**config.mk**
```make
export PLATFORM = sky130hd
export DESIGN_NAME = vertex_attribute_unpack_unit
export DESIGN_NICKNAME = d
export VERILOG_FILES = /design/src/rtl/vau_pkg.sv /design/src/rtl/vertex_attribute_unpack_unit.sv /design/src/rtl/vau_lane.sv /design/src/rtl/vau_merge.sv
export SDC_FILE = /design/constraint.sdc
export NUM_CORES = 2
export LEC_CHECK = 0
export BUFFER_PORTS_ARGS = -buffer_cell sky130_fd_sc_hd__buf_2
export CORE_ASPECT_RATIO = 2
export CORE_UTILIZATION = 45
export DETAILED_ROUTE_END_ITERATION = 16
export RECOVER_POWER = 25
export SYNTH_ARGS = -nofsm -noshare
export SYNTH_HDL_FRONTEND = slang
export SYNTH_SLANG_ARGS = --single-unit
export TNS_END_PERCENT = 30
```
**constraint.sdc**
```tcl
create_clock -name clk -period 12.95 [get_ports clk]
set_clock_uncertainty 0.15 [all_clocks]
set_input_delay 2.59 -clock clk [delete_from_list [all_inputs] [get_ports clk]]
set_output_delay 2.59 -clock clk [all_outputs]
set_load 0.02 [all_outputs]
```
**src/rtl/vau_pkg.sv**
```systemverilog
`default_nettype none
// ----------------------------------------------------------------------------
// vau_pkg
// Shared types and codes for the vertex attribute unpack unit.
// ----------------------------------------------------------------------------
package vau_pkg;

	localparam logic [2:0] KIND_SINT  = 3'd0;
	localparam logic [2:0] KIND_UINT  = 3'd1;
	localparam logic [2:0] KIND_UNORM = 3'd2;
	localparam logic [2:0] KIND_SNORM = 3'd3;
	localparam logic [2:0] KIND_FLOAT = 3'd4;

	localparam logic [1:0] BITS_8  = 2'd0;
	localparam logic [1:0] BITS_16 = 2'd1;
	localparam logic [1:0] BITS_32 = 2'd2;

	localparam logic       OP_INT   = 1'b0;
	localparam logic       OP_FLOAT = 1'b1;

	localparam int unsigned LANES = 4;

	localparam logic [31:0] F32_ONE     = 32'h3F80_0000;
	localparam logic [31:0] F32_NEG_ONE = 32'hBF80_0000;

	// per-lane control, decoded once for the item
	typedef struct packed {
		logic       op;
		logic [2:0] kind;
		logic [1:0] wcode;
		logic       fill;
		logic       ok;
		logic       used;
	} lane_ctl_t;

endpackage
`default_nettype wire

```
**src/rtl/vertex_attribute_unpack_unit.sv**
```systemverilog
`default_nettype none
// ----------------------------------------------------------------------------
// vertex_attribute_unpack_unit
// Unpacks one vertex attribute of up to 128 bits into four 32-bit channels.
// ----------------------------------------------------------------------------
// Pipeline: an accepted input is registered in the lane register, then in the
//   output register, where the result becomes valid.
// Throughput: one item per cycle; four lanes convert the channels in parallel
//   and the pipeline only stalls when the output side holds tready low.
// Reset: arst_n clears the stage valid bits; data registers are not reset.
// ----------------------------------------------------------------------------
module vertex_attribute_unpack_unit
	import vau_pkg::*;
(
	input  wire logic         clk,
	input  wire logic         arst_n,
	input  wire logic         s_axis_tvalid,
	output logic              s_axis_tready,
	// [0] opcode, [3:1] element_kind, [5:4] element_bits, [8:6] channel_count,
	// [72:9] data_low, [136:73] data_high, [137] fill_minus_one, rest zero
	input  wire logic [143:0] s_axis_tdata,
	output logic              m_axis_tvalid,
	input  wire logic         m_axis_tready,
	// [31:0] channel_x, [63:32] channel_y, [95:64] channel_z,
	// [127:96] channel_w, [128] format_error, rest zero
	output logic      [135:0] m_axis_tdata
);

	logic         op;
	logic [2:0]   kind;
	logic [1:0]   wcode;
	logic [2:0]   count;
	logic [127:0] data;
	logic         fill;
	logic         ok;
	logic         en;
	logic         valid_s1;
	logic         err_s1;
	logic [31:0]  chan_s1 [LANES];

	assign op    = s_axis_tdata[0];
	assign kind  = s_axis_tdata[3:1];
	assign wcode = s_axis_tdata[5:4];
	assign count = s_axis_tdata[8:6];
	assign data  = s_axis_tdata[136:9];
	assign fill  = s_axis_tdata[137];

	// Format check: counts 1, 2, 4 everywhere, 3 only for 32-bit elements.
	// Integer path takes sint/uint at any width and unorm at 8 bits; float
	// path takes unorm/snorm at 8 or 16 bits and float at 16 or 32 bits.
	always_comb begin
		ok = (wcode != 2'd3) &&
			(count == 3'd1 || count == 3'd2 || count == 3'd4 ||
			(count == 3'd3 && wcode == BITS_32));
		if (op == OP_INT) begin
			ok = ok && (kind == KIND_SINT || kind == KIND_UINT ||
				(kind == KIND_UNORM && wcode == BITS_8));
		end else begin
			if (kind == KIND_UNORM || kind == KIND_SNORM) begin
				ok = ok && (wcode == BITS_8 || wcode == BITS_16) && (count != 3'd3);
			end else if (kind == KIND_FLOAT) begin
				ok = ok && (wcode == BITS_16 || wcode == BITS_32);
			end else begin
				ok = 1'b0;
			end
		end
	end

	// whole pipeline advances together; stalls only on a held output item
	assign en            = !m_axis_tvalid || m_axis_tready;
	assign s_axis_tready = en;

	always_ff @(posedge clk or negedge arst_n) begin
		if (!arst_n) begin
			valid_s1 <= 1'b0;
		end else if (en) begin
			valid_s1 <= s_axis_tvalid;
		end
	end

	always_ff @(posedge clk) begin
		if (en) begin
			err_s1 <= !ok;
		end
	end

	// lane i reads its channel at bit i*width
	for (genvar i = 0; i < LANES; i++) begin : g_lane
		lane_ctl_t   ctl;
		logic [31:0] raw;
		always_comb begin
			ctl.op    = op;
			ctl.kind  = kind;
			ctl.wcode = wcode;
			ctl.fill  = fill;
			ctl.ok    = ok;
			ctl.used  = (count > 3'(i));
			if (wcode == BITS_8) begin
				raw = {24'd0, data[i*8 +: 8]};
			end else if (wcode == BITS_16) begin
				raw = {16'd0, data[i*16 +: 16]};
			end else begin
				raw = data[i*32 +: 32];
			end
		end
		vau_lane u_lane (
			.clk     (clk),
			.arst_n  (arst_n),
			.en      (en),
			.ctl     (ctl),
			.raw     (raw),
			.chan_s1 (chan_s1[i])
		);
	end

	vau_merge u_merge (
		.clk      (clk),
		.arst_n   (arst_n),
		.en       (en),
		.valid_s1 (valid_s1),
		.err_s1   (err_s1),
		.chan_s1  (chan_s1),
		.valid_q  (m_axis_tvalid),
		.data_q   (m_axis_tdata)
	);

	logic unused_pad;
	assign unused_pad = ^s_axis_tdata[143:138];

endmodule
`default_nettype wire

```
**src/rtl/vau_lane.sv**
```systemverilog
`default_nettype none
// ----------------------------------------------------------------------------
// vau_lane
// One channel converter: integer extend, normalized-to-float, half widen.
// ----------------------------------------------------------------------------
module vau_lane
	import vau_pkg::*;
(
	input  wire logic        clk,
	input  wire logic        arst_n,
	input  wire logic        en,
	input  wire lane_ctl_t   ctl,
	input  wire logic [31:0] raw,
	output logic      [31:0] chan_s1
);

	logic        w8, w16;
	logic [31:0] r;
	logic [31:0] int_v;
	logic [31:0] half_v;
	logic [31:0] norm_v;
	logic [31:0] flt_v;
	logic [31:0] res;

	// integer path
	always_comb begin
		w8  = (ctl.wcode == BITS_8);
		w16 = (ctl.wcode == BITS_16);
		if (w8) begin
			r = {24'd0, raw[7:0]};
		end else if (w16) begin
			r = {16'd0, raw[15:0]};
		end else begin
			r = raw;
		end
		int_v = r;
		if (ctl.kind == KIND_SINT && w8 && raw[7]) begin
			int_v = {24'hFF_FFFF, raw[7:0]};
		end else if (ctl.kind == KIND_SINT && w16 && raw[15]) begin
			int_v = {16'hFFFF, raw[15:0]};
		end
	end

	// half to single widening
	logic [4:0]  he;
	logic [9:0]  hm;
	logic [3:0]  hs;
	logic [10:0] hn;
	always_comb begin
		he = raw[14:10];
		hm = raw[9:0];
		hs = 4'd0;
		for (int k = 0; k < 10; k++) begin
			if (hm[k]) begin
				hs = 4'(10 - k);
			end
		end
		hn = {1'b0, hm} << hs;
		if (he == 5'h1F) begin
			half_v = {raw[15], 8'hFF, hm, 13'd0};
		end else if (he == 5'd0) begin
			if (hm == 10'd0) begin
				half_v = {raw[15], 31'd0};
			end else begin
				half_v = {raw[15], 8'(8'd113 - {4'd0, hs}), hn[9:0], 13'd0};
			end
		end else begin
			half_v = {raw[15], 8'({3'd0, he} + 8'd112), hm, 13'd0};
		end
	end

	// x / (2^n - 1) is the n-bit pattern of x repeated forever after the
	// binary point, so the quotient is a repeat, a normalize shift and a
	// round-up on the guard bit (the tail below it is never all zero).
	logic        neg;
	logic [15:0] mag;
	logic [15:0] full;
	logic [15:0] mag_top;
	logic [3:0]  lz;
	logic [63:0] stream;
	logic [63:0] sh;
	logic [31:0] packed_v;
	always_comb begin
		neg = 1'b0;
		if (ctl.kind == KIND_SNORM) begin
			if (w8) begin
				neg  = raw[7];
				mag  = raw[7] ? 16'(9'h100 - {1'b0, raw[7:0]}) : {8'd0, raw[7:0]};
				full = 16'd127;
				mag_top = {mag[6:0], 9'd0};
				stream  = {{9{mag[6:0]}}, 1'b0};
			end else begin
				neg  = raw[15];
				mag  = raw[15] ? 16'(17'h10000 - {1'b0, raw[15:0]}) : raw[15:0];
				full = 16'd32767;
				mag_top = {mag[14:0], 1'b0};
				stream  = {{4{mag[14:0]}}, 4'd0};
			end
		end else begin
			if (w8) begin
				mag  = {8'd0, raw[7:0]};
				full = 16'd255;
				mag_top = {mag[7:0], 8'd0};
				stream  = {8{mag[7:0]}};
			end else begin
				mag  = raw[15:0];
				full = 16'd65535;
				mag_top = mag;
				stream  = {4{mag}};
			end
		end
		lz = 4'd0;
		for (int k = 0; k < 16; k++) begin
			if (mag_top[k]) begin
				lz = 4'(15 - k);
			end
		end
		sh = stream << lz;
		packed_v = {neg, 8'(8'd126 - {4'd0, lz}), sh[62:40]};
		if (mag == 16'd0) begin
			norm_v = 32'd0;
		end else if (mag >= full) begin
			norm_v = neg ? F32_NEG_ONE : F32_ONE;
		end else begin
			norm_v = packed_v + {31'd0, sh[39]};
		end
	end

	always_comb begin
		if (ctl.kind == KIND_FLOAT) begin
			flt_v = w16 ? half_v : raw;
		end else begin
			flt_v = norm_v;
		end
		if (!ctl.ok) begin
			res = 32'd0;
		end else if (!ctl.used) begin
			res = (ctl.op == OP_INT && ctl.fill) ? 32'hFFFF_FFFF : 32'd0;
		end else begin
			res = (ctl.op == OP_INT) ? int_v : flt_v;
		end
	end

	always_ff @(posedge clk) begin
		if (en) begin
			chan_s1 <= res;
		end
	end

	logic unused_rst;
	assign unused_rst = arst_n;

endmodule
`default_nettype wire

```
**src/rtl/vau_merge.sv**
```systemverilog
`default_nettype none
// ----------------------------------------------------------------------------
// vau_merge
// Joins the lane results and the error flag into the output register.
// ----------------------------------------------------------------------------
module vau_merge
	import vau_pkg::*;
(
	input  wire logic         clk,
	input  wire logic         arst_n,
	input  wire logic         en,
	input  wire logic         valid_s1,
	input  wire logic         err_s1,
	input  wire logic [31:0]  chan_s1 [LANES],
	output logic              valid_q,
	output logic      [135:0] data_q
);

	always_ff @(posedge clk or negedge arst_n) begin
		if (!arst_n) begin
			valid_q <= 1'b0;
		end else if (en) begin
			valid_q <= valid_s1;
		end
	end

	always_ff @(posedge clk) begin
		if (en) begin
			data_q <= {7'd0, err_s1, chan_s1[3], chan_s1[2], chan_s1[1], chan_s1[0]};
		end
	end

endmodule
`default_nettype wire

```
==> reports/qor.txt <==
first-pass GRT wire length: 260000 µm
syn_area_per_cell: 7.54 µm²
compound-cell area share of the yosys netlist: 33.4%
GRT Resource Usage Total: 46.0%
Worst Hold Class: reg2reg
Post-CTS Setup Bufs: 0
full die area: 76800 µm²
post-synthesis cell type count: 128
port bufs: 272
num rows: 142
post_cts resized: 0
Clock Sinks: 260
routability cong.: 1.08
Root Driver: clkbuf_16
Synth top area share: 22.8%
largest net degree at the start of global routing: 156
final std cells w/o fill: 5629
final-report hold violation count: 0
R2R setup slack: 7.89 ns
failing checks: capacitance limit, slew limit
DIE WIDTH: 196 µm
Setup Total Neg Slack: 0 ns
Lkg Pwr: 14.1 nW
CP Capture Type: register
DRT Pass-1 Iters: 8
vias in the first global route: 38115
worst endpoint required time: 13.19 ns
worst endpoint data arrival time: 11.11 ns
fin crit period: 10.86 ns
WL final: 180000 µm
XOR/XNOR share of the synthesized area: 3.63%
#FFs+latches synth: 260
Final period util: 83.9%
Crit Path Max Fanout: 42
Post-DP HPWL: 134000 µm
GR peak layer: met2
GRT Residual Overflow: 0
clk slew on worst S/H paths: 0.07 ns
status: finished with violations
Num CTS Buffers: 24
Worst VDD drop: 0.123 mV
Hold Path Cell Cnt: 0
Worst-Skew Late Latency: 0.67 ns
Synth Area in Simple Gates: 22.6%
GRT met2 Usage: 74.8%
sequential share of the synthesized area: 22.9%
pwr dens: 108 nW/µm²
Primary FF master, synth: edfxtp_1
layout cells sized above 1: 15.0%
fraction of synthesized area in multiplexers: 8.85%
synthesis-to-finish area growth: 8.96%
Async SR Flop Fraction: 0.769%
EDFF count, synth: 258
Core ar.: 74800 µm²
Setup crit start kind: primary input
die height: 391 µm
Slew Limit Headroom: -39.4%
CTS tree: done
Via Count: 40199
DR WL/cell: 32.1 µm
H-tree lvl count: 1
drt via density: 7.14
Layout Nets: 4810
Ports: 286
worst setup path class: in2reg
Mapped Cells: 4513
FF-to-FF path depth: 4
Post-Place Cells: 5568
Achievable Freq: 92.1 MHz
initial antenna violation count: 23
DR iter-0 viols: 4811
Synth Cell Area: 34000 µm²
Starting Density: 45.5%
GRT met3 Usage: 12.1%
top cells by area, synth: edfxtp_1 (23%), a21oi_1 (6.8%), o21ai_0 (5.9%), nand2_1 (5.2%), mux2i_1 (4.9%)
Synth warnings: 0
clock buffer depth: 3
area share of fa/ha/maj cells after synthesis: 2.80%
largest family of logic cells by synthesized area: compound AO/OA/AOI/OAI gates
cell taking the most area after synthesis: edfxtp_1
DRC: 0
Max-Cap Viols: 3
hold_buf cts: 0
final setup vio count: 0
worst slew pin tran: 2.09 ns
met1 global-route usage: 48.9%
Post-DRT Antenna Nets: 0
RSZ-0062 raised after global routing: no
fin. max-slew vios: 43
-- where the power goes --
| group | leakage, nW | switching [mW] | internal (mW) |
|---|---|---|---|
| logic | 10.9 | 1.52 | 0.680 |
| clock network | 0.387 | 0.346 | 0.404 |
| registers | 2.77 | 0.0250 | 1.05 |
| total | 14.1 | 1.89 | 2.13 |
-- synthesized netlist by cell type, types with 14 or more instances --
cell type	instances
buf_2	84
or4_1	16
o21a_1	35
a211oi_1	78
clkbuf_1	218
a211o_1	29
xor2_1	21
a21o_1	49
a31oi_1	77
buf_4	17
a22oi_1	43
o22ai_1	70
mux2_2	71
a21oi_1	460
mux2i_1	166
a221o_1	16
ha_1	76
o21ai_1	18
nand4_1	49
xnor2_1	120
a311oi_1	20
a221oi_1	31
o31ai_1	45
o31a_1	14
inv_1	53
a21boi_0	29
nand2_1	473
nand2b_1	34
nor3_1	130
or2_2	25
buf_1	47
nor2b_1	37
o211ai_1	79
nand3_1	155
nor2_1	387
o21ai_0	403
or3_1	44
edfxtp_1	258
nor4_1	42
a2bb2oi_1	15
and3_1	51
o221ai_1	26
and2_1	38
-- final cells by class --
class	count	area, µm²
Antenna cell	18	45.0
Clock buffer	26	608
Clock inverter	17	196
Fill cell	7612	37700
Inverter	71	269
Multi-Input combinational cell	3807	24400
Sequential cell	260	7800
Tap cell	1008	1260
Timing Repair Buffer	422	2520
-- cell usage in the layout (no fill, tap or decap), drive strengths merged, types with 34 or more instances in the layout --
cell type,count
a211oi,81
a21o,49
a21oi,466
a22oi,43
a31oi,78
and2,40
and3,51
buf,420
edfxtp,258
ha,76
inv,66
mux2,81
mux2i,175
nand2,476
nand2b,34
nand3,156
nand4,50
nor2,389
nor2b,37
nor3,137
nor4,45
o211ai,79
o21a,35
o21ai,425
o22ai,70
o31ai,46
or3,45
xnor2,120
-- path summary, 6_finish.rpt --
| check | startpoint | endpoint |
|---|---|---|
| setup / recovery | s_axis_tdata[5] | g_lane[3].u_lane.chan_s1[22] |
| hold / removal | g_lane[0].u_lane.chan_s1[2] | u_merge.data_q[2] |
| setup reg to reg | u_merge.valid_q | g_lane[2].u_lane.chan_s1[6] |
| hold reg to reg | g_lane[0].u_lane.chan_s1[2] | u_merge.data_q[2] |
| max in group asynchronous | arst_n | valid_s1 |
| min in group asynchronous | arst_n | u_merge.valid_q |
-- stage by stage --
stage	power, mW	setup WS [ns]	utilization, %	hold WS (ns)	instance area, µm²
global route	4.17	1.52	49.5	0.256	37000
floorplan	2.50	1.27	-	0.250	34000
global placement	3.17	2.11	48.4	0.250	36200
finish	4.02	2.09	49.5	0.227	37100
detailed placement	3.17	2.09	48.4	0.255	36200
CTS	3.92	2.67	49.5	0.240	37000
-- per-layer routing --
layer  wire length (µm)  up-vias
li1                   -    17421
met1              59400    18865
met2              82100     2921
met3              19600      978
met4              19200       14
met5                 87        -
-- registers in the layout, indices dropped and copies added, names as in the netlist --
signal and cells:
valid_s1 1, u_merge.valid_q 1, g_lane.u_lane.chan_s1 128, err_s1 1, u_merge.data_q 129
-- worst max-delay path, cell delays in order --
cell      delay (ns)
buf_2           0.12
inv_1           0.14
ha_4            0.61
mux2_2          0.42
mux2_2          0.41
clkinv_1        0.08
buf_4           0.23
ha_1            0.35
nor2b_1         0.09
xnor2_1         0.42
o21ai_0         0.61
a221o_1         0.56
o21ai_0         0.55
o221ai_1        0.31
a211oi_1        0.44
nor2_1          0.10
inv_1           0.46
o21ai_0         0.24
o22ai_1         0.30
a21oi_1         0.12
o31ai_1         0.12
ha_1            0.24
ha_1            0.19
and3_1          0.21
nor2b_1         0.30
nand2_1         0.15
nor4_1          0.47
o21ai_0         0.20
-- kinds of logic (layout without fill, tap and decap cells) --
| family | Yosys count | in the layout |
|---|---|---|
| muxes | 267 | 267 |
| other | 1 | 25 |
| xor gates and xnor gates | 141 | 141 |
| buffers and inverters | 452 | 536 |
| DFF | 260 | 260 |
| AOI/OAI and AO/OA | 1738 | 1738 |
| and+or+nand+nor | 1578 | 1578 |
| adders and majority gates | 76 | 76 |
Power figures use the tool's default switching activity.
